$ cat config.mk
export PLATFORM = sky130hd
export DESIGN_NAME = mh_cordic
export DESIGN_NICKNAME = d
export VERILOG_FILES = /design/src/design/assert_macros.svh /design/src/design/mh_pkg.sv /design/src/design/mh_cordic.sv
export SDC_FILE = /design/constraint.sdc
export NUM_CORES = 2
export LEC_CHECK = 0
export BUFFER_PORTS_ARGS = -buffer_cell sky130_fd_sc_hd__buf_2
export CAP_MARGIN = 15
export CORE_MARGIN = 2
export CORE_UTILIZATION = 30
export DETAILED_ROUTE_END_ITERATION = 12
export GPL_TIMING_DRIVEN = 0
export PLACE_DENSITY = 0.53
export SYNTH_ARGS = -nofsm -noshare
export SYNTH_HDL_FRONTEND = slang
export SYNTH_SLANG_ARGS = --single-unit
export TNS_END_PERCENT = 10
$ cat constraint.sdc
create_clock -name aclk -period 6.65 [get_ports aclk]
set_input_delay 1.33 -clock aclk [delete_from_list [all_inputs] [get_ports aclk]]
set_output_delay 1.33 -clock aclk [all_outputs]
set_load 0.005 [all_outputs]
$ cat src/design/assert_macros.svh
// ----------------------------------------------------------------------------
// assert_macros.svh
// Concurrent assertion helpers used by the RTL.
// ----------------------------------------------------------------------------
`ifndef ASSERT_MACROS_SVH
`define ASSERT_MACROS_SVH

// Property holds on every rising clock edge outside reset.
`define MH_ASSERT(label, clk, rstn, prop, msg) \
    label: assert property (@(posedge clk) disable iff (!rstn) (prop)) else $error(msg);

// Antecedent in one cycle implies consequent in the next.
`define MH_ASSERT_NEXT(label, clk, rstn, ante, cons, msg) \
    label: assert property (@(posedge clk) disable iff (!rstn) (ante) |=> (cons)) \
        else $error(msg);

`endif

$ cat src/design/mh_pkg.sv
// ----------------------------------------------------------------------------
// mh_pkg
// Types, widths and constants of the magnetometer heading pipeline.
// ----------------------------------------------------------------------------
`timescale 1ns / 1ps
`default_nettype none

package mh_pkg;

    // field widths
    localparam int IN_W   = 16;
    localparam int D_W    = 17;
    localparam int COEF_W = 16;
    localparam int PROD_W = 33;
    localparam int SUM_W  = 36;
    localparam int OUT_W  = 18;
    localparam int HEAD_W = 16;
    localparam int REG_W  = 48;
    localparam int DECL_W = 16;

    // saturation limits of the corrected vector
    localparam logic signed [SUM_W-1:0] SAT_HI = 36'sd131071;
    localparam logic signed [SUM_W-1:0] SAT_LO = -36'sd131072;

    // CORDIC datapath: x,y are corrected * 64 with gain headroom,
    // angle in 1/256 of a hundredth of a degree
    localparam int XY_W  = 27;
    localparam int Z_W   = 25;
    localparam int PRE_SHIFT = 6;
    localparam logic signed [Z_W-1:0] Z_HALF_TURN = 25'sd4608000;
    localparam logic signed [Z_W-1:0] Z_RND       = 25'sd128;
    localparam int Z_FRAC = 8;

    // heading wrap: sum is biased by two turns so it stays non-negative
    localparam int HS_W = 20;
    localparam int T_W  = 18;
    localparam logic signed [HS_W-1:0] WRAP_OFS = 20'sd72000;
    localparam logic [T_W-1:0] TURN1 = 18'd36000;
    localparam logic [T_W-1:0] TURN2 = 18'd72000;
    localparam logic [T_W-1:0] TURN3 = 18'd108000;
    localparam logic [HEAD_W-1:0] TURN_HUND = 16'd36000;

    localparam int ATAN_ENTRIES = 24;
    localparam int ATAN_W = 21;
    localparam logic [ATAN_W-1:0] ATAN_TAB [ATAN_ENTRIES] = '{
        21'd1152000, 21'd680065, 21'd359328, 21'd182400, 21'd91554, 21'd45822,
        21'd22916,   21'd11459,  21'd5730,   21'd2865,   21'd1432,  21'd716,
        21'd358,     21'd179,    21'd90,     21'd45,     21'd22,    21'd11,
        21'd6,       21'd3,      21'd1,      21'd1,      21'd0,     21'd0
    };

    // configuration register indexes
    localparam int CFG_IDX_W = 3;
    typedef enum logic [CFG_IDX_W-1:0] {
        CFG_BIAS  = 3'd0,
        CFG_ROW_X = 3'd1,
        CFG_ROW_Y = 3'd2,
        CFG_ROW_Z = 3'd3,
        CFG_DECL  = 3'd4
    } cfg_idx_t;

    localparam logic [REG_W-1:0]  BIAS_RST  = 48'h0000_0000_0000;
    localparam logic [REG_W-1:0]  ROW_X_RST = 48'h0000_0000_4000;
    localparam logic [REG_W-1:0]  ROW_Y_RST = 48'h0000_4000_0000;
    localparam logic [REG_W-1:0]  ROW_Z_RST = 48'h4000_0000_0000;
    localparam logic [DECL_W-1:0] DECL_RST  = 16'd41;

    typedef struct packed {
        logic [REG_W-1:0]         bias;
        logic [REG_W-1:0]         row_x;
        logic [REG_W-1:0]         row_y;
        logic [REG_W-1:0]         row_z;
        logic signed [DECL_W-1:0] decl;
    } cfg_t;

    typedef struct packed {
        logic                    valid;
        logic signed [OUT_W-1:0] cz;
        logic signed [OUT_W-1:0] cy;
        logic signed [OUT_W-1:0] cx;
    } vec_t;

    typedef struct packed {
        logic [HEAD_W-1:0]       heading;
        logic signed [OUT_W-1:0] cz;
        logic signed [OUT_W-1:0] cy;
        logic signed [OUT_W-1:0] cx;
    } res_t;

    typedef struct packed {
        logic out_valid;
        logic full;
    } skid_stat_t;

endpackage

`default_nettype wire

$ cat src/design/mh_cordic.sv
// ----------------------------------------------------------------------------
// mh_cordic
// Unrolled vectoring CORDIC for atan2(cy, cx), one iteration per stage,
// then conversion to hundredths, declination add and wrap to 0..35999.
// ----------------------------------------------------------------------------
`timescale 1ns / 1ps
`default_nettype none

module mh_cordic #(
    parameter int CORDIC_STEPS = 16
) (
    input  wire logic                             aclk,
    input  wire logic                             aresetn,
    input  wire logic                             en,
    input  wire mh_pkg::vec_t                     in_vec,
    input  wire logic signed [mh_pkg::DECL_W-1:0] decl,
    output logic                                  res_valid,
    output mh_pkg::res_t                          res
);

    localparam int NSTEP = (CORDIC_STEPS < mh_pkg::ATAN_ENTRIES) ?
                           CORDIC_STEPS : mh_pkg::ATAN_ENTRIES;
    localparam int XY_W  = mh_pkg::XY_W;
    localparam int Z_W   = mh_pkg::Z_W;
    localparam int OUT_W = mh_pkg::OUT_W;
    localparam int HS_W  = mh_pkg::HS_W;
    localparam int T_W   = mh_pkg::T_W;
    localparam int CV_W  = 3 * OUT_W;
    localparam int EXT_W = XY_W - OUT_W - mh_pkg::PRE_SHIFT;

    logic signed [XY_W-1:0] x_reg    [NSTEP+1];
    logic signed [XY_W-1:0] y_reg    [NSTEP+1];
    logic signed [Z_W-1:0]  z_reg    [NSTEP+1];
    logic                   v_reg    [NSTEP+1];
    logic                   zero_reg [NSTEP+1];
    logic [CV_W-1:0]        cv_reg   [NSTEP+1];

    logic signed [XY_W-1:0] x_pre_next, y_pre_next;
    logic signed [Z_W-1:0]  z_pre_next;
    logic                   zero_next;
    logic [CV_W-1:0]        cv_next;

    // pre-rotation into the right half plane
    always_comb begin
        logic signed [XY_W-1:0] xs;
        logic signed [XY_W-1:0] ys;
        xs = {{EXT_W{in_vec.cx[OUT_W-1]}}, in_vec.cx, {mh_pkg::PRE_SHIFT{1'b0}}};
        ys = {{EXT_W{in_vec.cy[OUT_W-1]}}, in_vec.cy, {mh_pkg::PRE_SHIFT{1'b0}}};
        if (in_vec.cx[OUT_W-1]) begin
            x_pre_next = -xs;
            y_pre_next = -ys;
            z_pre_next = mh_pkg::Z_HALF_TURN;
        end else begin
            x_pre_next = xs;
            y_pre_next = ys;
            z_pre_next = '0;
        end
        zero_next = (in_vec.cx == '0) && (in_vec.cy == '0);
        cv_next   = {in_vec.cz, in_vec.cy, in_vec.cx};
    end

    always_ff @(posedge aclk) begin
        if (!aresetn) begin
            v_reg[0] <= 1'b0;
        end else if (en) begin
            v_reg[0] <= in_vec.valid;
        end
    end

    always_ff @(posedge aclk) begin
        if (en) begin
            x_reg[0]    <= x_pre_next;
            y_reg[0]    <= y_pre_next;
            z_reg[0]    <= z_pre_next;
            zero_reg[0] <= zero_next;
            cv_reg[0]   <= cv_next;
        end
    end

    for (genvar i = 0; i < NSTEP; i++) begin : g_step
        logic signed [XY_W-1:0] xsh, ysh, x_next, y_next;
        logic signed [Z_W-1:0]  atan_v, z_next;

        always_comb begin
            xsh    = x_reg[i] >>> i;
            ysh    = y_reg[i] >>> i;
            atan_v = Z_W'(mh_pkg::ATAN_TAB[i]);
            // rotate clockwise while y is strictly positive
            if (!y_reg[i][XY_W-1] && (y_reg[i] != '0)) begin
                x_next = x_reg[i] + ysh;
                y_next = y_reg[i] - xsh;
                z_next = z_reg[i] + atan_v;
            end else begin
                x_next = x_reg[i] - ysh;
                y_next = y_reg[i] + xsh;
                z_next = z_reg[i] - atan_v;
            end
        end

        always_ff @(posedge aclk) begin
            if (!aresetn) begin
                v_reg[i+1] <= 1'b0;
            end else if (en) begin
                v_reg[i+1] <= v_reg[i];
            end
        end

        always_ff @(posedge aclk) begin
            if (en) begin
                x_reg[i+1]    <= x_next;
                y_reg[i+1]    <= y_next;
                z_reg[i+1]    <= z_next;
                zero_reg[i+1] <= zero_reg[i];
                cv_reg[i+1]   <= cv_reg[i];
            end
        end
    end

    // round to hundredths, add declination, bias by two turns
    logic [T_W-1:0]  t_next, t_reg;
    logic [CV_W-1:0] cvt_reg;
    logic            vt_reg;

    always_comb begin
        logic signed [Z_W-1:0]  z_rnd;
        logic signed [HS_W-1:0] ang;
        logic signed [HS_W-1:0] h_sum;
        z_rnd  = (z_reg[NSTEP] + mh_pkg::Z_RND) >>> mh_pkg::Z_FRAC;
        ang    = zero_reg[NSTEP] ? '0 : HS_W'(z_rnd);
        h_sum  = ang + HS_W'(decl) + mh_pkg::WRAP_OFS;
        t_next = T_W'(h_sum);
    end

    always_ff @(posedge aclk) begin
        if (!aresetn) begin
            vt_reg <= 1'b0;
        end else if (en) begin
            vt_reg <= v_reg[NSTEP];
        end
    end

    always_ff @(posedge aclk) begin
        if (en) begin
            t_reg   <= t_next;
            cvt_reg <= cv_reg[NSTEP];
        end
    end

    // wrap: t lies below four turns
    always_comb begin
        logic [T_W-1:0] w;
        if (t_reg >= mh_pkg::TURN3) begin
            w = t_reg - mh_pkg::TURN3;
        end else if (t_reg >= mh_pkg::TURN2) begin
            w = t_reg - mh_pkg::TURN2;
        end else if (t_reg >= mh_pkg::TURN1) begin
            w = t_reg - mh_pkg::TURN1;
        end else begin
            w = t_reg;
        end
        res.heading = mh_pkg::HEAD_W'(w);
        res.cx      = cvt_reg[0 +: OUT_W];
        res.cy      = cvt_reg[OUT_W +: OUT_W];
        res.cz      = cvt_reg[2*OUT_W +: OUT_W];
    end

    assign res_valid = vt_reg;

endmodule

`default_nettype wire

### Yosys cells after proc, flatten, opt, wreduce, memory -nomap -nowiden

Memory sizes are Yosys's and may differ from the RTL's. A register that Yosys moved wholly into a read port is not among the register bits.
Cells that the tools add are included.

* flip-flop bits (word level): 18
* memories kept: 6
* RAM bits: 2295

* order comparisons: 3
* $add $sub $neg: 103
* bitwise gates (word level): 17
* reductions and logical operators: 52
* multiplexer cells: 77

Memories
* cv_reg: words 17, width 54, rd ports 17, clocked after Yosys merged registers in 1, wr ports 17, RTL line mh_cordic.sv:36 `logic [CV_W-1:0] cv_reg [NSTEP+1];`
* x_reg: words 17, width 27, rd ports 16, clocked after Yosys merged registers in 0, wr ports 17, RTL line mh_cordic.sv:31 `logic signed [XY_W-1:0] x_reg [NSTEP+1];`
* y_reg: words 17, width 27, rd ports 16, clocked after Yosys merged registers in 0, wr ports 17, RTL line mh_cordic.sv:32 `logic signed [XY_W-1:0] y_reg [NSTEP+1];`
* z_reg: words 17, width 25, rd ports 17, clocked after Yosys merged registers in 0, wr ports 17, RTL line mh_cordic.sv:33 `logic signed [Z_W-1:0] z_reg [NSTEP+1];`
* v_reg: words 17, width 1, rd ports 17, clocked after Yosys merged registers in 1, wr ports 17, RTL line mh_cordic.sv:34 `logic v_reg [NSTEP+1];`
* zero_reg: words 17, width 1, rd ports 17, clocked after Yosys merged registers in 0, wr ports 17, RTL line mh_cordic.sv:35 `logic zero_reg [NSTEP+1];`

Operator list (count)
* $mux W27: 34
* $reduce_bool A27 Y1: 16
* $mux W25: 16
* $add A27 B12 Y27: 2
* $add A27 B13 Y27: 2
* $add A27 B14 Y27: 2
* $add A27 B15 Y27: 2
* $add A27 B16 Y27: 2
* $add A27 B17 Y27: 2
* $add A27 B18 Y27: 2
* $add A27 B19 Y27: 2
* $add A27 B20 Y27: 2
* $add A27 B21 Y27: 2
* $add A27 B22 Y27: 2
* $add A27 B23 Y27: 2
* $add A27 B24 Y27: 2
* $add A27 B25 Y27: 2
* $add A27 B26 Y27: 2
* $neg A24 Y27: 2
* $sub A27 B12 Y27: 2
* $sub A27 B13 Y27: 2
* $sub A27 B14 Y27: 2
* $sub A27 B15 Y27: 2
* $sub A27 B16 Y27: 2
* 58 further kinds: 144

### Logic depth before layout (Yosys ltp)

An unclocked memory read counts as a cell.

* depth after elaboration: 5
* mapped depth: 24

### Worst setup path after synthesis

Ideal clock, no wire load.

* path type: register to register
* from: memory y_reg[11][15], in the netlist y_reg[0][312]
* to: memory y_reg[12][26], in the netlist y_reg[0][350], data pin
* buffers on the path: 2
* clock period less this slack: 5.957 ns
* cell stages (with the launch flop): 21
* slack: 0.693 ns
* library setup time: 0.261 ns
* required time: 6.389 ns
* arrival: 5.696 ns
* cell sequence: edfxtp_1 nor3_1 nand2_1 or3_1 nand2b_1 nor3_1 or2_2 clkbuf_1 buf_1 mux2i_1 fa_1 a21o_1 a21o_1 a21oi_1 o21ai_0 a221o_1 a2111oi_0 o41ai_1 a211o_1 a21oi_1 xnor2_1

RTL lines (RTL line)
* start: declaration: mh_cordic.sv:32

==> qor.yml <==
outcome: "finished, final reports clean"
cp_max_fo: 10
yosysUniqueCellTypes: 86
final_layout_size_suffix_gt1_share_pct: 6.32
critPathSlowestCell: "sky130_fd_sc_hd__or4_1"
portBuffers: 144
tritoncts_clock_tree: "done"
post-route-drc-count: 0
worst-endpoint-required_ns: 7.30
ys_warn_count: 0
worstSetupStartpointType: "register"
postRouteAntennaNets: 0
wire_per_inst_um: 16.4
synthesis.area_per_instance_um2: 11.5
maxCapViolCount: 0
wire_length_after_detailed_routing_mm: 283
final.period_utilization_pct: 97.6
core.rowCount: 238
floorplan.die_area_um2: 426000
antenna_violations_before_repair: 3
globalRouteMet3Util_pct: 1.90
synth_edf_count: 2145
globalRouteOverflowTotal: 0
vertical_extent_of_the_die_um: 653
clock.fmax_ghz: 0.154
num_io_pins: 145
skew_ns: 0.0806
critPathBufInv: 3
grt_setup_unrepaired: "true"
areaGrowthSynthToFinish_pct: 13.7
worst-setup-path-type: "register to register"
ys.flop_type: "sky130_fd_sc_hd__edfxtp_1"
grt_use_met2_pct: 22.5
synth.ff_latch_count: 2147
period_minus_slack_ns: 6.49
initial_utilization_pct: 30.1
viasPerCell: 4.84
async_reset_ff_share_pct: 0
clock-sinks: 2147
critPathMostFrequentCell: "sky130_fd_sc_hd__o21ai_0"
cts-htree-levels: 5
setup_slack_reg_to_reg_ns: 0.16
die-width_um: 653
end_kind: "register"
final-hold-violation-count: 0
finalNetCount: 12700
final_cell_mix: "sky130_fd_sc_hd__edfxtp_1 (2145), sky130_fd_sc_hd__ha_1 (1119), sky130_fd_sc_hd__xnor2_1 (965), sky130_fd_sc_hd__a21oi_1 (933), sky130_fd_sc_hd__nor2_1 (805)"
timing.slew.headroom_pct: 21.3
groute.usage.overall_pct: 12.9
syn_inst: 11000
synthesis.area_um2: 126000
worst_path_dominant_cell_family: "simple AND/OR/NAND/NOR gates"
core-area_um2: 420000
most_frequent_standard_cell_in_the_layout_excluding_fill_and_tap_cells: "sky130_fd_sc_hd__edfxtp_1"
detailedPlacementHpwl_mm: 212
crit_chain: "or4_1 -> or2_2 -> or3_1 -> nor2_1 -> and3_1 -> or2_2 -> buf_2 -> inv_2 -> clkbuf_2 -> mux2i_1 -> fa_1 -> a211oi_1 -> o21ai_0 -> o211a_1 -> o31a_1 -> o31ai_2 -> a211oi_1 -> nand3b_1 -> o21ai_0 -> o21ai_0 -> xnor2_1"
timing.final.ws_setup_ns: 0.158
ys_seq_area_share_pct: 51.1
clk_path_buf_depth: 4
cts.reportedPaths.clkPinSlew_ns: 0.06
timing.critical_path.arrival_ns: 7.14
globalRoute.busiestLayer: "met2"
finalSetupViolations: 0
clk-insertion-delay-late_ns: 0.92
via_count_of_the_first_global_routing_pass: 80200
grt_util_met1_pct: 16.2
wire_length_of_the_first_global_routing_pass_mm: 446
post_route_worst_hold_slack_ns: 0.360
ctsRootBufferMaster: "sky130_fd_sc_hd__clkbuf_16"
vias: 83400
worstHoldPathType: "register to register"
number_of_flip_flops_in_the_largest_register: 917
timing_max_transition_violations_final: 0
slowest_delay_ns: 0.57
detail_route.iter0.violations: 4979
drt_pass1_iterations: 6
preCtsSetupSlack_ns: -1.53
max_slew.worst_pin.slew_ns: 1.17
grt_max_degree: 183
cts-buffers-inserted: 266
finalWeightedCongestion: 0.856
worst register-to-register path, delay by kind of cell, from the launching register on:
family	cells	cell delay, ns
buffers and inverters	3	0.76
xor gates and xnor gates	1	0.34
adders and majority gates	1	0.47
and+or+nand+nor	7	2.12
DFF	1	0.53
AOI/OAI and AO/OA	8	1.82
muxes	1	0.22
cell type report:
| type | count | area [µm²] |
|---|---|---|
| Clock buffer | 321 | 6990 |
| Timing Repair Buffer | 177 | 1330 |
| Antenna cell | 3 | 7.51 |
| Inverter | 487 | 1830 |
| Fill cell | 41700 | 276000 |
| Clock inverter | 146 | 1510 |
| Buffer | 141 | 627 |
| Sequential cell | 2147 | 64500 |
| Tap cell | 5520 | 6910 |
| Multi-Input combinational cell | 8273 | 59800 |
final timing paths:
kind | cells after the start | start | to
min | 0 | cv_reg[11][26]$_DFFE_PP_ | cv_reg[12][26]$_DFFE_PP_
min reg2reg | 0 | cv_reg[11][26]$_DFFE_PP_ | cv_reg[12][26]$_DFFE_PP_
max reg2reg | 21 | y_reg[0][258]$_DFFE_PP_ | y_reg[0][296]$_DFFE_PP_
max | 21 | y_reg[0][258]$_DFFE_PP_ | y_reg[0][296]$_DFFE_PP_
cell families (layout without fill, tap and decap cells):
family	Yosys count	after routing	share of synthesized area, %
simple gates	2752	2752	10.7
other cells	1	42	0.00297
mux	60	60	0.479
flops	2147	2147	51.1
buf+inv	630	1272	1.90
fa+ha+maj	1159	1159	11.7
compound gates	2864	2864	14.5
xor+xnor	1399	1399	9.71
synthesized netlist by cell type, drive strengths merged (17+ instances only):
cell        n  area (µm²)
a2111oi    24         210
a211o      25         220
a211oi     91         703
a21boi     36         270
a21o      340        2550
a21oi     933        4670
a221oi     20         175
a311oi     18         158
a31o       27         236
a31oi      79         494
and2       46         288
and3      128         801
and4       17         149
buf        32         148
clkbuf    111         417
edfxtp   2145       64400
fa         40         801
ha       1119       14000
inv       480        1800
mux2i      57         571
nand2     572        2150
nand2b    145         907
nand3     180         901
nand3b     22         165
nand4      82         513
nor2      805        3020
nor2b     131         820
nor3      269        1350
nor4       99         619
o2111ai    20         175
o211ai     49         368
o21a      150        1130
o21ai     545        2730
o21bai    144        1080
o22ai      18         113
o311ai     17         149
o31a       28         245
o31ai     135        1030
o41ai      56         498
or2        50         313
or3       108         676
or4        51         387
xnor2     965        8450
xor2      434        3800
metrics by stage:
step	cell area (µm²)	TNS, ns	util, %	std cells
global route	143000	-0.624	34.2	17200
finish	143000	0	34.2	17200
floorplan	126000	0	-	11100
detailed placement	135000	-73.47	32.1	16700
global placement	134000	-	31.9	16700
CTS	143000	-0.212	34.1	17200
metal layers:
metal,up-vias,part of all wire (%)
met3,436,3.8
met2,1286,48
met1,39300,44
li1,42400,-
met5,-,0
met4,0,3.3
repair_timing:
action,CTS,global route
endpoints found under the setup margin,196,128
resized for setup,44,55
setup buffers,3,10
pin swaps,3,6
hold buffers,0,0
Power is not shown: default switching activity piles up to over one toggle a cycle in this logic, so the estimate is an artifact.
