$ cat config.mk
export PLATFORM = sky130hd
export DESIGN_NAME = mh_skid
export DESIGN_NICKNAME = d
export VERILOG_FILES = /design/src/design/assert_macros.svh /design/src/design/mh_pkg.sv /design/src/design/mh_skid.sv
export SDC_FILE = /design/constraint.sdc
export NUM_CORES = 1
export LEC_CHECK = 0
export ABC_AREA = 1
export BUFFER_PORTS_ARGS = -buffer_cell sky130_fd_sc_hd__buf_2
export CAP_MARGIN = 20
export CELL_PAD_IN_SITES_DETAIL_PLACEMENT = 1
export CELL_PAD_IN_SITES_GLOBAL_PLACEMENT = 2
export CORE_ASPECT_RATIO = 0.8
export CORE_MARGIN = 2
export CORE_UTILIZATION = 31
export CTS_CLUSTER_DIAMETER = 40
export DETAILED_ROUTE_END_ITERATION = 10
export PLACE_DENSITY_LB_ADDON = 0.1
export SYNTH_ARGS = -nofsm -noshare
export SYNTH_HDL_FRONTEND = slang
export SYNTH_SLANG_ARGS = --single-unit
$ cat constraint.sdc
create_clock -name aclk -period 5.7 [get_ports aclk]
set_input_delay 0.57 -clock aclk [delete_from_list [all_inputs] [get_ports aclk]]
set_output_delay 0.57 -clock aclk [all_outputs]
set_load 0.05 [all_outputs]
$ cat src/design/assert_macros.svh
// ----------------------------------------------------------------------------
// assert_macros.svh
// Concurrent assertion helpers used by the RTL.
// ----------------------------------------------------------------------------
`ifndef ASSERT_MACROS_SVH
`define ASSERT_MACROS_SVH

// Property holds on every rising clock edge outside reset.
`define MH_ASSERT(label, clk, rstn, prop, msg) \
    label: assert property (@(posedge clk) disable iff (!rstn) (prop)) else $error(msg);

// Antecedent in one cycle implies consequent in the next.
`define MH_ASSERT_NEXT(label, clk, rstn, ante, cons, msg) \
    label: assert property (@(posedge clk) disable iff (!rstn) (ante) |=> (cons)) \
        else $error(msg);

`endif

$ cat src/design/mh_pkg.sv
// ----------------------------------------------------------------------------
// mh_pkg
// Types, widths and constants of the magnetometer heading pipeline.
// ----------------------------------------------------------------------------
`timescale 1ns / 1ps
`default_nettype none

package mh_pkg;

    // field widths
    localparam int IN_W   = 16;
    localparam int D_W    = 17;
    localparam int COEF_W = 16;
    localparam int PROD_W = 33;
    localparam int SUM_W  = 36;
    localparam int OUT_W  = 18;
    localparam int HEAD_W = 16;
    localparam int REG_W  = 48;
    localparam int DECL_W = 16;

    // saturation limits of the corrected vector
    localparam logic signed [SUM_W-1:0] SAT_HI = 36'sd131071;
    localparam logic signed [SUM_W-1:0] SAT_LO = -36'sd131072;

    // CORDIC datapath: x,y are corrected * 64 with gain headroom,
    // angle in 1/256 of a hundredth of a degree
    localparam int XY_W  = 27;
    localparam int Z_W   = 25;
    localparam int PRE_SHIFT = 6;
    localparam logic signed [Z_W-1:0] Z_HALF_TURN = 25'sd4608000;
    localparam logic signed [Z_W-1:0] Z_RND       = 25'sd128;
    localparam int Z_FRAC = 8;

    // heading wrap: sum is biased by two turns so it stays non-negative
    localparam int HS_W = 20;
    localparam int T_W  = 18;
    localparam logic signed [HS_W-1:0] WRAP_OFS = 20'sd72000;
    localparam logic [T_W-1:0] TURN1 = 18'd36000;
    localparam logic [T_W-1:0] TURN2 = 18'd72000;
    localparam logic [T_W-1:0] TURN3 = 18'd108000;
    localparam logic [HEAD_W-1:0] TURN_HUND = 16'd36000;

    localparam int ATAN_ENTRIES = 24;
    localparam int ATAN_W = 21;
    localparam logic [ATAN_W-1:0] ATAN_TAB [ATAN_ENTRIES] = '{
        21'd1152000, 21'd680065, 21'd359328, 21'd182400, 21'd91554, 21'd45822,
        21'd22916,   21'd11459,  21'd5730,   21'd2865,   21'd1432,  21'd716,
        21'd358,     21'd179,    21'd90,     21'd45,     21'd22,    21'd11,
        21'd6,       21'd3,      21'd1,      21'd1,      21'd0,     21'd0
    };

    // configuration register indexes
    localparam int CFG_IDX_W = 3;
    typedef enum logic [CFG_IDX_W-1:0] {
        CFG_BIAS  = 3'd0,
        CFG_ROW_X = 3'd1,
        CFG_ROW_Y = 3'd2,
        CFG_ROW_Z = 3'd3,
        CFG_DECL  = 3'd4
    } cfg_idx_t;

    localparam logic [REG_W-1:0]  BIAS_RST  = 48'h0000_0000_0000;
    localparam logic [REG_W-1:0]  ROW_X_RST = 48'h0000_0000_4000;
    localparam logic [REG_W-1:0]  ROW_Y_RST = 48'h0000_4000_0000;
    localparam logic [REG_W-1:0]  ROW_Z_RST = 48'h4000_0000_0000;
    localparam logic [DECL_W-1:0] DECL_RST  = 16'd41;

    typedef struct packed {
        logic [REG_W-1:0]         bias;
        logic [REG_W-1:0]         row_x;
        logic [REG_W-1:0]         row_y;
        logic [REG_W-1:0]         row_z;
        logic signed [DECL_W-1:0] decl;
    } cfg_t;

    typedef struct packed {
        logic                    valid;
        logic signed [OUT_W-1:0] cz;
        logic signed [OUT_W-1:0] cy;
        logic signed [OUT_W-1:0] cx;
    } vec_t;

    typedef struct packed {
        logic [HEAD_W-1:0]       heading;
        logic signed [OUT_W-1:0] cz;
        logic signed [OUT_W-1:0] cy;
        logic signed [OUT_W-1:0] cx;
    } res_t;

    typedef struct packed {
        logic out_valid;
        logic full;
    } skid_stat_t;

endpackage

`default_nettype wire

$ cat src/design/mh_skid.sv
// ----------------------------------------------------------------------------
// mh_skid
// Output register with one skid entry; stalls the pipeline only when
// the skid entry is occupied.
// ----------------------------------------------------------------------------
`timescale 1ns / 1ps
`default_nettype none

module mh_skid (
    input  wire logic         aclk,
    input  wire logic         aresetn,
    input  wire logic         in_valid,
    input  wire mh_pkg::res_t in_data,
    input  wire logic         m_ready,
    output logic              m_valid,
    output mh_pkg::res_t      m_data,
    output logic              en,
    output mh_pkg::skid_stat_t stat
);

    logic         out_v_reg, out_v_next;
    logic         sk_v_reg, sk_v_next;
    mh_pkg::res_t out_d_reg, out_d_next;
    mh_pkg::res_t sk_d_reg, sk_d_next;

    always_comb begin
        out_v_next = out_v_reg;
        out_d_next = out_d_reg;
        sk_v_next  = sk_v_reg;
        sk_d_next  = sk_d_reg;
        if (out_v_reg && !m_ready) begin
            // output stalled: park the arriving request
            if (in_valid && !sk_v_reg) begin
                sk_v_next = 1'b1;
                sk_d_next = in_data;
            end
        end else begin
            if (sk_v_reg) begin
                out_v_next = 1'b1;
                out_d_next = sk_d_reg;
                sk_v_next  = 1'b0;
            end else begin
                out_v_next = in_valid;
                out_d_next = in_data;
            end
        end
    end

    always_ff @(posedge aclk) begin
        if (!aresetn) begin
            out_v_reg <= 1'b0;
            sk_v_reg  <= 1'b0;
        end else begin
            out_v_reg <= out_v_next;
            sk_v_reg  <= sk_v_next;
        end
    end

    always_ff @(posedge aclk) begin
        out_d_reg <= out_d_next;
        sk_d_reg  <= sk_d_next;
    end

    assign m_valid        = out_v_reg;
    assign m_data         = out_d_reg;
    assign en             = !sk_v_reg;
    assign stat.out_valid = out_v_reg;
    assign stat.full      = sk_v_reg;

endmodule

`default_nettype wire

# Yosys cells after proc, flatten, opt, wreduce, memory -nomap -nowiden
# Cells that the tools add are included.
[word_totals] ff_bits=142 in_bits=74 output_inout_bits=74 elab_cells=18
[op_classes] muxes=2 n_reduce_logical=6
[op_table] op="$mux 70" n=1
[op_table] op="$reduce_and 2->1" n=2
[op_table] op="$logic_and 1x1->1" n=2
[op_table] op="$logic_not 1->1" n=2
[op_table] op="$mux 1" n=1

# Depth between registers and ports, before layout
# Gate-level depths: netlist (run 1).
[depth] ltp_word=3 mapped_depth=5 mapped_depth_nobuf=3

# Least setup slack after synthesis (run 1)
# OpenSTA, ideal clock, no wires.
[synth_timing] kind="flip-flop to flip-flop" from="register out_v_reg, in the netlist m_valid" to="register sk_d_reg[0] (netlist bit), enable pin" setup_ns=0.500 arrival_time_ns=5.500 slack_ns=-0.300 path_stages_with_launch=3 synth_period_minus_slack_ns=6.000 cell_sequence="dfxtp_1 nand2_1 nor2_1"
[synth_via] elab_chain_cells=2
[synth_rtl] element="from (decl)" line_no="mh_skid.sv:21" rtl="logic out_v_reg, out_v_next;"
[synth_rtl] element="from (signal assigned)" line_no="mh_skid.sv:54" rtl="out_v_reg <= out_v_next;"
[synth_rtl] element="$logic_and 1x1->1" line_no="mh_skid.sv:31" rtl="if (out_v_reg && !m_ready) begin"
[synth_rtl] element="$reduce_and 2->1 (no source line)"
[synth_rtl] element="to (signal assigned)" line_no="mh_skid.sv:61" rtl="sk_d_reg <= sk_d_next;"
[synth_rtl] element="to (decl)" line_no="mh_skid.sv:24" rtl="mh_pkg::res_t sk_d_reg, sk_d_next;"
# No other way between the ends.
# A chain may end at the register's enable or synchronous reset.

# Worst setup path after layout (run 1)
[layout_timing] from="register sk_v_reg" to="output stat[0] (netlist bit)"
[layout_rtl] element="from (decl)" line_no="mh_skid.sv:22" rtl="logic sk_v_reg, sk_v_next;"
[layout_rtl] element="from (signal assigned)" line_no="mh_skid.sv:55" rtl="sk_v_reg <= sk_v_next;"
[layout_rtl] element="to (decl)" line_no="mh_skid.sv:18" rtl="output mh_pkg::skid_stat_t stat"
# No word-level cell between the ends.

==> metrics, run 1 <==
status=completed; fmax=425 MHz; relative slew slack=0.376; GR Overflow Total=0; Chip Height=120 um; post-synth top area cell=edfxtp_1; Synth Area in Adders=0; Post-Syn Area=5220 sq um; CTS max path bufs=2; core area=16,500 sq um; DRC Markers=0; Buf+Inv Stages, Crit Path=2; Synth Area in Compound Gates=0.000959; Ys Warns=0; fin crit share=0.413; Synth top area share=0.805; Final min period=2.35 ns; Area contributors post-synth=edfxtp_1, nand2_1, buf_6; Vias=3,223; CTS H-tree lvls=4; Layout area overhead=28.5%; GRT Util Overall=0.137; synth unique cells=11; Peak VDD IR=0.188 mV; drt wl/cell=15.5 um; clock-pin slew of the registers on the worst-case setup and hold paths=0.06 ns; DP HPWL=7120 um; Synth Area in XOR/XNOR=0; post-CTS setup buffer count=0; sequential area share after synthesis=0.813; Pre-antenna DRT Iters=4; commonest non-fill, non-tap cell in the layout=nand2_1; post-synthesis mux area share=0; crit path max-delay cell type=buf_4; Avg Inst Size Synth=13.8 sq um; final total power=0.00260 W; critical path's top delay family=buffers and inverters; WS Path Type=reg2out; syn nets=453; Hold Fails Final Rpt=0; FP Rows=42; CTS Hold Bufs=0; cell count after synthesis=379; register bit total from synthesis=142; fraction of layout cells with a size suffix above 1=0.328; endpoint class of the critical path=primary output; Die Wd=149 um; final instance area=6710 sq um; CTS tree=built; Root Buffer Master=clkbuf_16; most frequent cells in the layout=nand2_1, buf_2, edfxtp_1; initial antenna violation count=0; DRT antenna net count=0; drt initial violations=123; post_cts resized=0; Port Buffer Count=147; Place WS=2.89 ns; fillers=1,823; power per cell area=388 nW/um^2; simple-gate share of the synthesized area=0.156; RSZ-0062 raised after global routing=false; Critical Path Max Stage Delay=0.61 ns; Worst-Skew Late Latency=0.41 ns; n_diodes=0; slack of the critical path=3.35 ns; Top Ports=148; setup tns final=0 ns; crit path DAT=1.78 ns; Critical Path RT=5.13 ns; worst-path cell chain=buf_4, buf_2; die area=17,900 sq um; post-DR vias/cell=4.23; placed cell areas=6120 sq um; Startpoint Class=register; count of final setup violators=0; Setup Skew=0.00405 ns; Final Max Slew Viols=0; first-pass GRT wire length=18,100 um; CTS sink count=142; Total Wirelength=11,800 um; largest family of logic cells by synthesized area=simple AND/OR/NAND/NOR gates; Max Cap Viol=0; leakage=2.89 nW; worst-path fanout max=73; Worst Tran Pin Value=0.937 ns; worst min path class=in2reg; nets@finish=605; Initial Util=0.316; vias in the first global route=3,276; Num CTS Buffers=17; routability-driven placement congestion ratio=0.667; largest net degree at the start of global routing=74
==> stage by stage <==
step                      utilization  cells  hold slack [ns]
final                           0.406    762            0.346
after global routing            0.406    762            0.322
after CTS                       0.405    761            0.320
after detailed placement        0.371    731            0.507
after global placement          0.371    731            0.501
after floorplan                     -    379            0.491
==> kinds of logic (layout without fill, tap and decap cells) <==
group	count (synthesis)	after routing
AOI/OAI and AO/OA	1	1
and+or+nand+nor	217	217
DFF	142	142
buffers and inverters	19	182
==> report_power, final <==
part / internal (W) / switching [W] / leakage (nW) / total, W
sequential: 0.00122 / 0.0000174 / 1.38 / 0.00123
clock: 0.000673 / 0.000399 / 0.276 / 0.00107
combinational: 0.0000631 / 0.000233 / 1.23 / 0.000296
==> final cells by class <==
cell class                      count  area (sq um)  area share
Timing Repair Buffer              150           778       0.116
Tap cell                          220           275      0.0411
Inverter                            2          12.5     0.00187
Sequential cell                   142          4250       0.633
Clock inverter                     11           125      0.0187
Clock buffer                       19           433      0.0646
Multi-Input combinational cell    218           836       0.125
==> layer usage <==
layer,vias up,part of all wire,global-route usage
met5,-,0,0
met2,84,0.47,0.211
met1,1550,0.46,0.179
li1,1580,-,-
met3,9,0.057,0.0433
met4,0,0.012,0.0607
==> worst paths after layout <==
kind	to	slack [ns]	cells past startpoint	startpoint
setup / recovery	stat[0]	3.35	2	sk_v_reg$_SDFFE_PN0P_
hold / removal	sk_d_reg[28]$_DFFE_PP_	0.35	1	in_data[28]
setup reg to reg	sk_d_reg[58]$_DFFE_PP_	3.47	4	sk_v_reg$_SDFFE_PN0P_
hold reg to reg	m_data[52]$_DFFE_PN_	0.51	2	sk_d_reg[52]$_DFFE_PP_
==> cell usage after synthesis <==
library cell,instances
dfxtp_1,2
nand2_1,213
inv_1,1
nor2_1,3
buf_2,6
buf_6,8
o21ai_0,1
edfxtp_1,140
nand3_1,1
buf_4,3
inv_6,1
(Power assumes the default switching activity.)
==> inputs of run 2 (changes only) <==
--- a/config.mk
+++ b/config.mk
@@ -5,14 +5,14 @@
 export SDC_FILE = /design/constraint.sdc
 export NUM_CORES = 1
 export LEC_CHECK = 0
-export ABC_AREA = 1
+export ABC_AREA = 0
 export BUFFER_PORTS_ARGS = -buffer_cell sky130_fd_sc_hd__buf_2
 export CAP_MARGIN = 20
 export CELL_PAD_IN_SITES_DETAIL_PLACEMENT = 1
 export CELL_PAD_IN_SITES_GLOBAL_PLACEMENT = 2
 export CORE_ASPECT_RATIO = 0.8
 export CORE_MARGIN = 2
-export CORE_UTILIZATION = 31
+export CORE_UTILIZATION = 37
 export CTS_CLUSTER_DIAMETER = 40
 export DETAILED_ROUTE_END_ITERATION = 10
 export PLACE_DENSITY_LB_ADDON = 0.1
==> constraint.sdc (replaced) <==
create_clock -name aclk -period 2.4 [get_ports aclk]
set_input_delay 0.24 -clock aclk [delete_from_list [all_inputs] [get_ports aclk]]
set_output_delay 0.24 -clock aclk [all_outputs]
set_load 0.05 [all_outputs]
==> metrics, run 2 <==
Pre-antenna DRT Iters=4 (unchanged); status=completed (unchanged); count of final setup violators=0 (unchanged); Place WS=0.601 ns (was 2.89 ns); final total power=0.00645 W (was 0.00260 W); final std cells w/o fill=618 (was 762); relative slew slack=0.320 (was 0.376); Layout area overhead=33.2% (was 28.5%); Ys Warns=0 (unchanged); r2r setup slk=0.64 ns (was 3.47 ns); FP Rows=39 (was 42); worst-path cell chain=buf_2 (was buf_4, buf_2); clock-pin slew of the registers on the worst-case setup and hold paths=0.06 ns (about the same); GR Overflow Total=0 (unchanged); Startpoint Class=register (unchanged); nets@finish=495 (was 605); endpoint class of the critical path=primary output (unchanged); worst-path fanout max=35 (was 73); Vias=2,805 (was 3,223); R2R depth=2 (was 4); Comb power frac=0.112 (was 0.114); crit path DAT=1.59 ns (was 1.78 ns); Critical Path RT=2.16 ns (was 5.13 ns); power per cell area=882 nW/um^2 (was 388 nW/um^2); Commonest cells post-synth=edfxtp_1, mux2_4, buf_12 (was nand2_1, edfxtp_1, buf_6); initial antenna violation count=0 (unchanged); Area contributors post-synth=edfxtp_1, mux2_4, buf_12 (was edfxtp_1, nand2_1, buf_6); Total Wirelength=10,700 um (was 11,800 um); sequential area share after synthesis=0.772 (was 0.813); CTS sink count=142 (unchanged); Avg Inst Size Synth=24.1 sq um (was 13.8 sq um); fin crit share=0.763; top_reg_cell synth=edfxtp_1 (unchanged); Post-synth ARST share=0 (unchanged); critical path's top delay family=flip-flops (was buffers and inverters); RSZ-0062 raised after global routing=false (unchanged); first-pass GRT wire length=16,600 um (was 18,100 um); Root Buffer Master=clkbuf_16 (unchanged); Chip Height=113 um (was 120 um); CTS tree=built (unchanged); crit path from=sk_v_reg$_SDFFE_PN0P_ (unchanged); Initial Util=0.382 (was 0.316); leading cell type by number of instances after synthesis=edfxtp_1 (was nand2_1); clock power share=0.437 (was 0.412); EDFF count, synth=140 (unchanged); post-DR vias/cell=4.54 (was 4.23); vias in the first global route=3,001 (was 3,276); Critical Path Max Stage Delay=0.78 ns (was 0.61 ns); placed insts=554 (was 731); most frequent cells in the layout=buf_2, edfxtp_1, mux2_4 (was nand2_1, buf_2, edfxtp_1); Final Max Slew Viols=0 (unchanged); DRT antenna net count=0 (unchanged); Peak VDD IR=0.511 mV (was 0.188 mV); cell count after synthesis=228 (was 379); register bit total from synthesis=142 (unchanged); Final min period=1.83 ns; P_int=0.00493 W (was 0.00195 W); WS Path Type=reg2out (unchanged); fillers=1,329 (was 1,823); Critical R2R Launch=sk_v_reg$_SDFFE_PN0P_ (unchanged); Max Cap Viol=0 (unchanged); slack of the critical path=0.568 ns (was 3.35 ns); largest net degree at the start of global routing=73 (was 74); Reg-to-Reg End=m_data[31]$_DFFE_PN_ (was sk_d_reg[58]$_DFFE_PP_); drt wl/cell=17.2 um (was 15.5 um); fraction of layout cells with a size suffix above 1=0.590 (was 0.328); Hold Fails Final Rpt=0 (unchanged); Setup Skew=0.0106 ns (was 0.00405 ns); sequential power share=0.450 (was 0.474); DRC Markers=0 (unchanged); Sw Ratio=0.236 (was 0.250); Buf+Inv Stages, Crit Path=1 (was 2); crit path max-delay cell type=dfxtp_4 (was buf_4); post-synth top area cell=edfxtp_1 (unchanged); Worst Tran Pin Value=1.02 ns (was 0.937 ns); worst min path class=in2reg (unchanged); CTS max path bufs=2 (unchanged); syn nets=302 (was 453); commonest non-fill, non-tap cell in the layout=buf_2 (was nand2_1); routability-driven placement congestion ratio=0.681 (was 0.667); CTS H-tree lvls=4 (unchanged); core area=14,400 sq um (was 16,500 sq um); die area=15,800 sq um (was 17,900 sq um); Num CTS Buffers=17 (unchanged); synth unique cells=13 (was 11); drt initial violations=139 (was 123); DP HPWL=6520 um (was 7120 um); setup tns final=0 ns (unchanged); Worst-Skew Late Latency=0.42 ns (was 0.41 ns); hold path cells=1 (unchanged); Post-Syn Area=5490 sq um (was 5220 sq um); fmax=546 MHz; min-delay src=in_data[57] (was in_data[28]); Top Ports=148 (unchanged); Endpoint, Worst Hold=sk_d_reg[57]$_DFFE_PP_ (was sk_d_reg[28]$_DFFE_PP_); n_diodes=0 (unchanged); Port Buffer Count=147 (unchanged); leakage=2.91 nW (was 2.89 nW); Sw Pwr=0.00152 W (was 0.000649 W); GRT Util Overall=0.142 (was 0.137); Die Wd=140 um (was 149 um); Synth top area share=0.765 (was 0.805)
[run 2: cell count changes after synthesis, moves of 6 or more]
cell     change
buf_12       +7
nand2_1    -213
buf_2        -6
buf_6        -7
mux2_4      +67
[run 2: final cells by class]
class / count / area (sq um) / area share
Clock buffer: 17 / 425 / 0.0581
Clock inverter: 15 / 200 / 0.0274
Tap cell: 184 / 230 / 0.0315
Multi-Input combinational cell: 75 / 1100 / 0.150
Timing Repair Buffer: 184 / 1110 / 0.151
Inverter: 1 / 3.75 / 0.000513
Sequential cell: 142 / 4250 / 0.581
[run 2: worst max-delay path by stage]
stage                     cells past startpoint  slack, ns                     to
after floorplan                               2      -0.86  sk_d_reg[0]$_DFFE_PP_
after global placement                        2       0.63   m_data[28]$_DFFE_PN_
after detailed placement                      2       0.60   m_data[31]$_DFFE_PN_
after CTS                                     1       0.52                stat[0]
after global routing                          1       0.48                stat[0]
final                                         1       0.57                stat[0]
[run 2: stage by stage]
stage	hold slack (ns)	cell area, sq um	utilization
final	0.0178	7320	0.508
after global routing	0.00107	7320	0.508
after CTS	0.000591	7320	0.508
after detailed placement	0.436	6370	0.443
after global placement	0.432	6370	0.443
after floorplan	0.339	5520	-
[run 2: metal layers]
layer / share of wire / GRT usage
met3: 0.077 / 0.0605
met5: 0 / 0
met1: 0.44 / 0.170
met2: 0.47 / 0.229
met4: 0.016 / 0.0586
[run 2: power groups by stage]
| stage | Combinational (W) | Sequential, W | Clock (W) |
|---|---|---|---|
| after floorplan | 0.000169 | 0.00329 | 0 |
| after global placement | 0.000681 | 0.00296 | 0 |
| after detailed placement | 0.000691 | 0.00296 | 0 |
| after CTS | 0.000733 | 0.00291 | 0.00290 |
| after global routing | 0.000760 | 0.00292 | 0.00298 |
| final | 0.000725 | 0.00291 | 0.00282 |
[run 2: timing repair]
| item | 4_1_cts | 5_1_grt |
|---|---|---|
| hold buffers | 32 | 0 |
| endpoints found under the hold margin | 32 | 0 |
| resized for setup | 0 | 0 |
| buffers inserted | 0 | 0 |
[run 2: kinds of logic (layout without fill, tap and decap cells)]
logic type	Yosys count	after routing	share of synthesized area
flip-flops	142	142	0.772
buffers and inverters	11	217	0.0310
multiplexers	70	70	0.189
AO/OA/AOI/OAI	1	1	0.00137
AND/OR/NAND/NOR	4	4	0.00592
==> inputs of run 3 (changes only) <==
--- a/config.mk
+++ b/config.mk
@@ -5,14 +5,14 @@
 export SDC_FILE = /design/constraint.sdc
 export NUM_CORES = 1
 export LEC_CHECK = 0
-export ABC_AREA = 0
+export ABC_AREA = 1
 export BUFFER_PORTS_ARGS = -buffer_cell sky130_fd_sc_hd__buf_2
 export CAP_MARGIN = 20
 export CELL_PAD_IN_SITES_DETAIL_PLACEMENT = 1
 export CELL_PAD_IN_SITES_GLOBAL_PLACEMENT = 2
 export CORE_ASPECT_RATIO = 0.8
 export CORE_MARGIN = 2
-export CORE_UTILIZATION = 37
+export CORE_UTILIZATION = 31
 export CTS_CLUSTER_DIAMETER = 40
 export DETAILED_ROUTE_END_ITERATION = 10
 export PLACE_DENSITY_LB_ADDON = 0.1
==> constraint.sdc (replaced) <==
create_clock -name aclk -period 1.5 [get_ports aclk]
set_input_delay 0.15 -clock aclk [delete_from_list [all_inputs] [get_ports aclk]]
set_output_delay 0.15 -clock aclk [all_outputs]
set_load 0.05 [all_outputs]
==> metrics, run 3 (synthesis results as in run 1) <==
status=completed (unchanged); endpoint class of the critical path=primary output (unchanged); Critical Path RT=1.35 ns (was 2.16 ns); critical path's top delay family=flip-flops (unchanged); WS Path Type=reg2out (unchanged); Total Wirelength=13,200 um (was 10,700 um); worst-path cell chain=buf_12, buf_6 (was buf_2); power per cell area=1330 nW/um^2 (was 882 nW/um^2); Peak VDD IR=0.731 mV (was 0.511 mV); core area=16,500 sq um (was 14,400 sq um); DP HPWL=7310 um (was 6520 um); crit path max-delay cell type=dfxtp_2 (was dfxtp_4); initial antenna violation count=0 (unchanged); die area=17,900 sq um (was 15,800 sq um); CTS tree=built (unchanged); Initial Util=0.316 (was 0.382); GRT Util Overall=0.155 (was 0.142); routability-driven placement congestion ratio=0.705 (was 0.681); GRT busiest layer=met2 (unchanged); DRT antenna net count=0 (unchanged); relative slew slack=0.707 (was 0.320); GR Overflow Total=0 (unchanged); DRC Markers=0 (unchanged); Worst-Skew Late Latency=0.41 ns (was 0.42 ns); fmax=706 MHz; post-CTS setup buffer count=0 (unchanged); Hold Fails Final Rpt=0 (unchanged); post-DR vias/cell=4.19 (was 4.54); clock-pin slew of the registers on the worst-case setup and hold paths=0.06 ns (about the same); Buf+Inv Stages, Crit Path=2 (was 1); Chip Height=120 um (was 113 um); RSZ-0062 raised after global routing=false (unchanged); Root Buffer Master=clkbuf_16 (unchanged); vias in the first global route=3,828 (was 3,001); Layout area overhead=45.4% (was 33.2%); CTS H-tree lvls=4 (unchanged); fraction of layout cells with a size suffix above 1=0.296 (was 0.590); M3 GR Usage=0.0456 (was 0.0605); worst min path class=in2reg (unchanged); Final Max Slew Viols=0 (unchanged); fin crit share=0.944; drt initial violations=128 (was 139); Port Buffer Count=147 (unchanged); Num CTS Buffers=17 (unchanged); drt wl/cell=15.6 um (was 17.2 um); slack of the critical path=0.0845 ns (was 0.568 ns); nets@finish=683 (was 495); n_diodes=0 (unchanged); met1 usage=0.212 (was 0.170); final total power=0.0101 W (was 0.00645 W); leakage=3.24 nW (was 2.91 nW); worst-path fanout max=19 (was 35); Hold Worst Slack=0.121 ns (was 0.0178 ns); crit path DAT=1.27 ns (was 1.59 ns); most frequent cells in the layout=nand2_1, buf_2, edfxtp_1 (was buf_2, edfxtp_1, mux2_4); Worst Tran Pin Value=0.439 ns (was 1.02 ns); Top Ports=148 (unchanged); fillers=1,784 (was 1,329); FP Rows=42 (was 39); Die Wd=149 um (was 140 um); Max Cap Viol=0 (unchanged); Vias=3,532 (was 2,805); CTS sink count=142 (unchanged); GR Layer Usage met2=0.233 (was 0.229); count of final setup violators=0 (unchanged); Pre-antenna DRT Iters=4 (unchanged); Place WS=0.237 ns (was 0.601 ns); first-pass GRT wire length=20,500 um (was 16,600 um); Setup Skew=0.00725 ns (was 0.0106 ns); largest net degree at the start of global routing=56 (was 73); CTS max path bufs=2 (unchanged); Final min period=1.42 ns; commonest non-fill, non-tap cell in the layout=nand2_1 (was buf_2); Startpoint Class=register (unchanged); Critical Path Max Stage Delay=0.45 ns (was 0.78 ns)
==> run 3: cell count changes in the layout (fill, tap and decap cells not counted), moves of 2 or more <==
cell,change
buf_6,+2
mux2_2,-3
clkinvlp_4,-2
nor2_1,+2
dlygate4sd3_1,+40
buf_4,-2
nand2_1,+212
bufinv_16,-2
mux2_4,-67
clkbuf_1,+5
buf_12,+4
buf_2,-2
==> run 3: worst paths after layout <==
check                               from                     end  slack (ns)  cells after the start
setup reg to reg   sk_v_reg$_SDFFE_PN0P_  sk_d_reg[59]$_DFFE_PP_        0.18                      4
hold / removal                   m_ready   sk_v_reg$_SDFFE_PN0P_        0.12                      4
hold reg to reg   sk_d_reg[49]$_DFFE_PP_    m_data[49]$_DFFE_PN_        0.52                      2
setup / recovery   sk_v_reg$_SDFFE_PN0P_                 stat[0]        0.08                      2
==> run 3: repair_timing <==
| item | 4_1_cts | 5_1_grt |
|---|---|---|
| pin swaps | 0 | 0 |
| gates cloned | 1 | 1 |
| resized for setup | 6 | 1 |
| endpoints found under the hold margin | 72 | 0 |
| endpoints found under the setup margin | 2 | 2 |
| hold buffers | 72 | 0 |
==> run 3: worst register-to-register path, cell delays in order, from the launching register on <==
cell	delay, ns
dfxtp_2	0.38
inv_6	0.08
nand2_1	0.08
nor2_4	0.17
buf_12	0.27
==> run 3: routing by layer <==
layer | vias up | wire, um
li1 | 1738 | -
met2 | 101 | 5990
met1 | 1677 | 6290
met4 | 0 | 185
met3 | 16 | 697
met5 | - | 0
==> run 3: metrics by stage <==
step / util / instances / instance area, sq um / TNS [ns]
after floorplan: - / 379 / 5250 / -55.76
after global placement: 0.377 / 736 / 6220 / 0
after detailed placement: 0.377 / 736 / 6220 / 0
after CTS: 0.458 / 841 / 7560 / 0
after global routing: 0.460 / 842 / 7590 / 0
final: 0.460 / 842 / 7590 / 0
==> run 3: cell type report <==
type	instances	area [sq um]	area share
Timing Repair Buffer	228	1640	0.216
Multi-Input combinational cell	218	845	0.111
Clock inverter	10	120	0.0158
Inverter	2	12.5	0.00165
Clock buffer	22	444	0.0585
Tap cell	220	275	0.0363
Sequential cell	142	4250	0.560
==> run 3: power by group <==
group	internal [W]	total (W)	switching (W)
registers	0.00462	0.00469	0.0000675
logic	0.000383	0.00130	0.000920
clock network	0.00258	0.00413	0.00155
total	0.00758	0.0101	0.00253
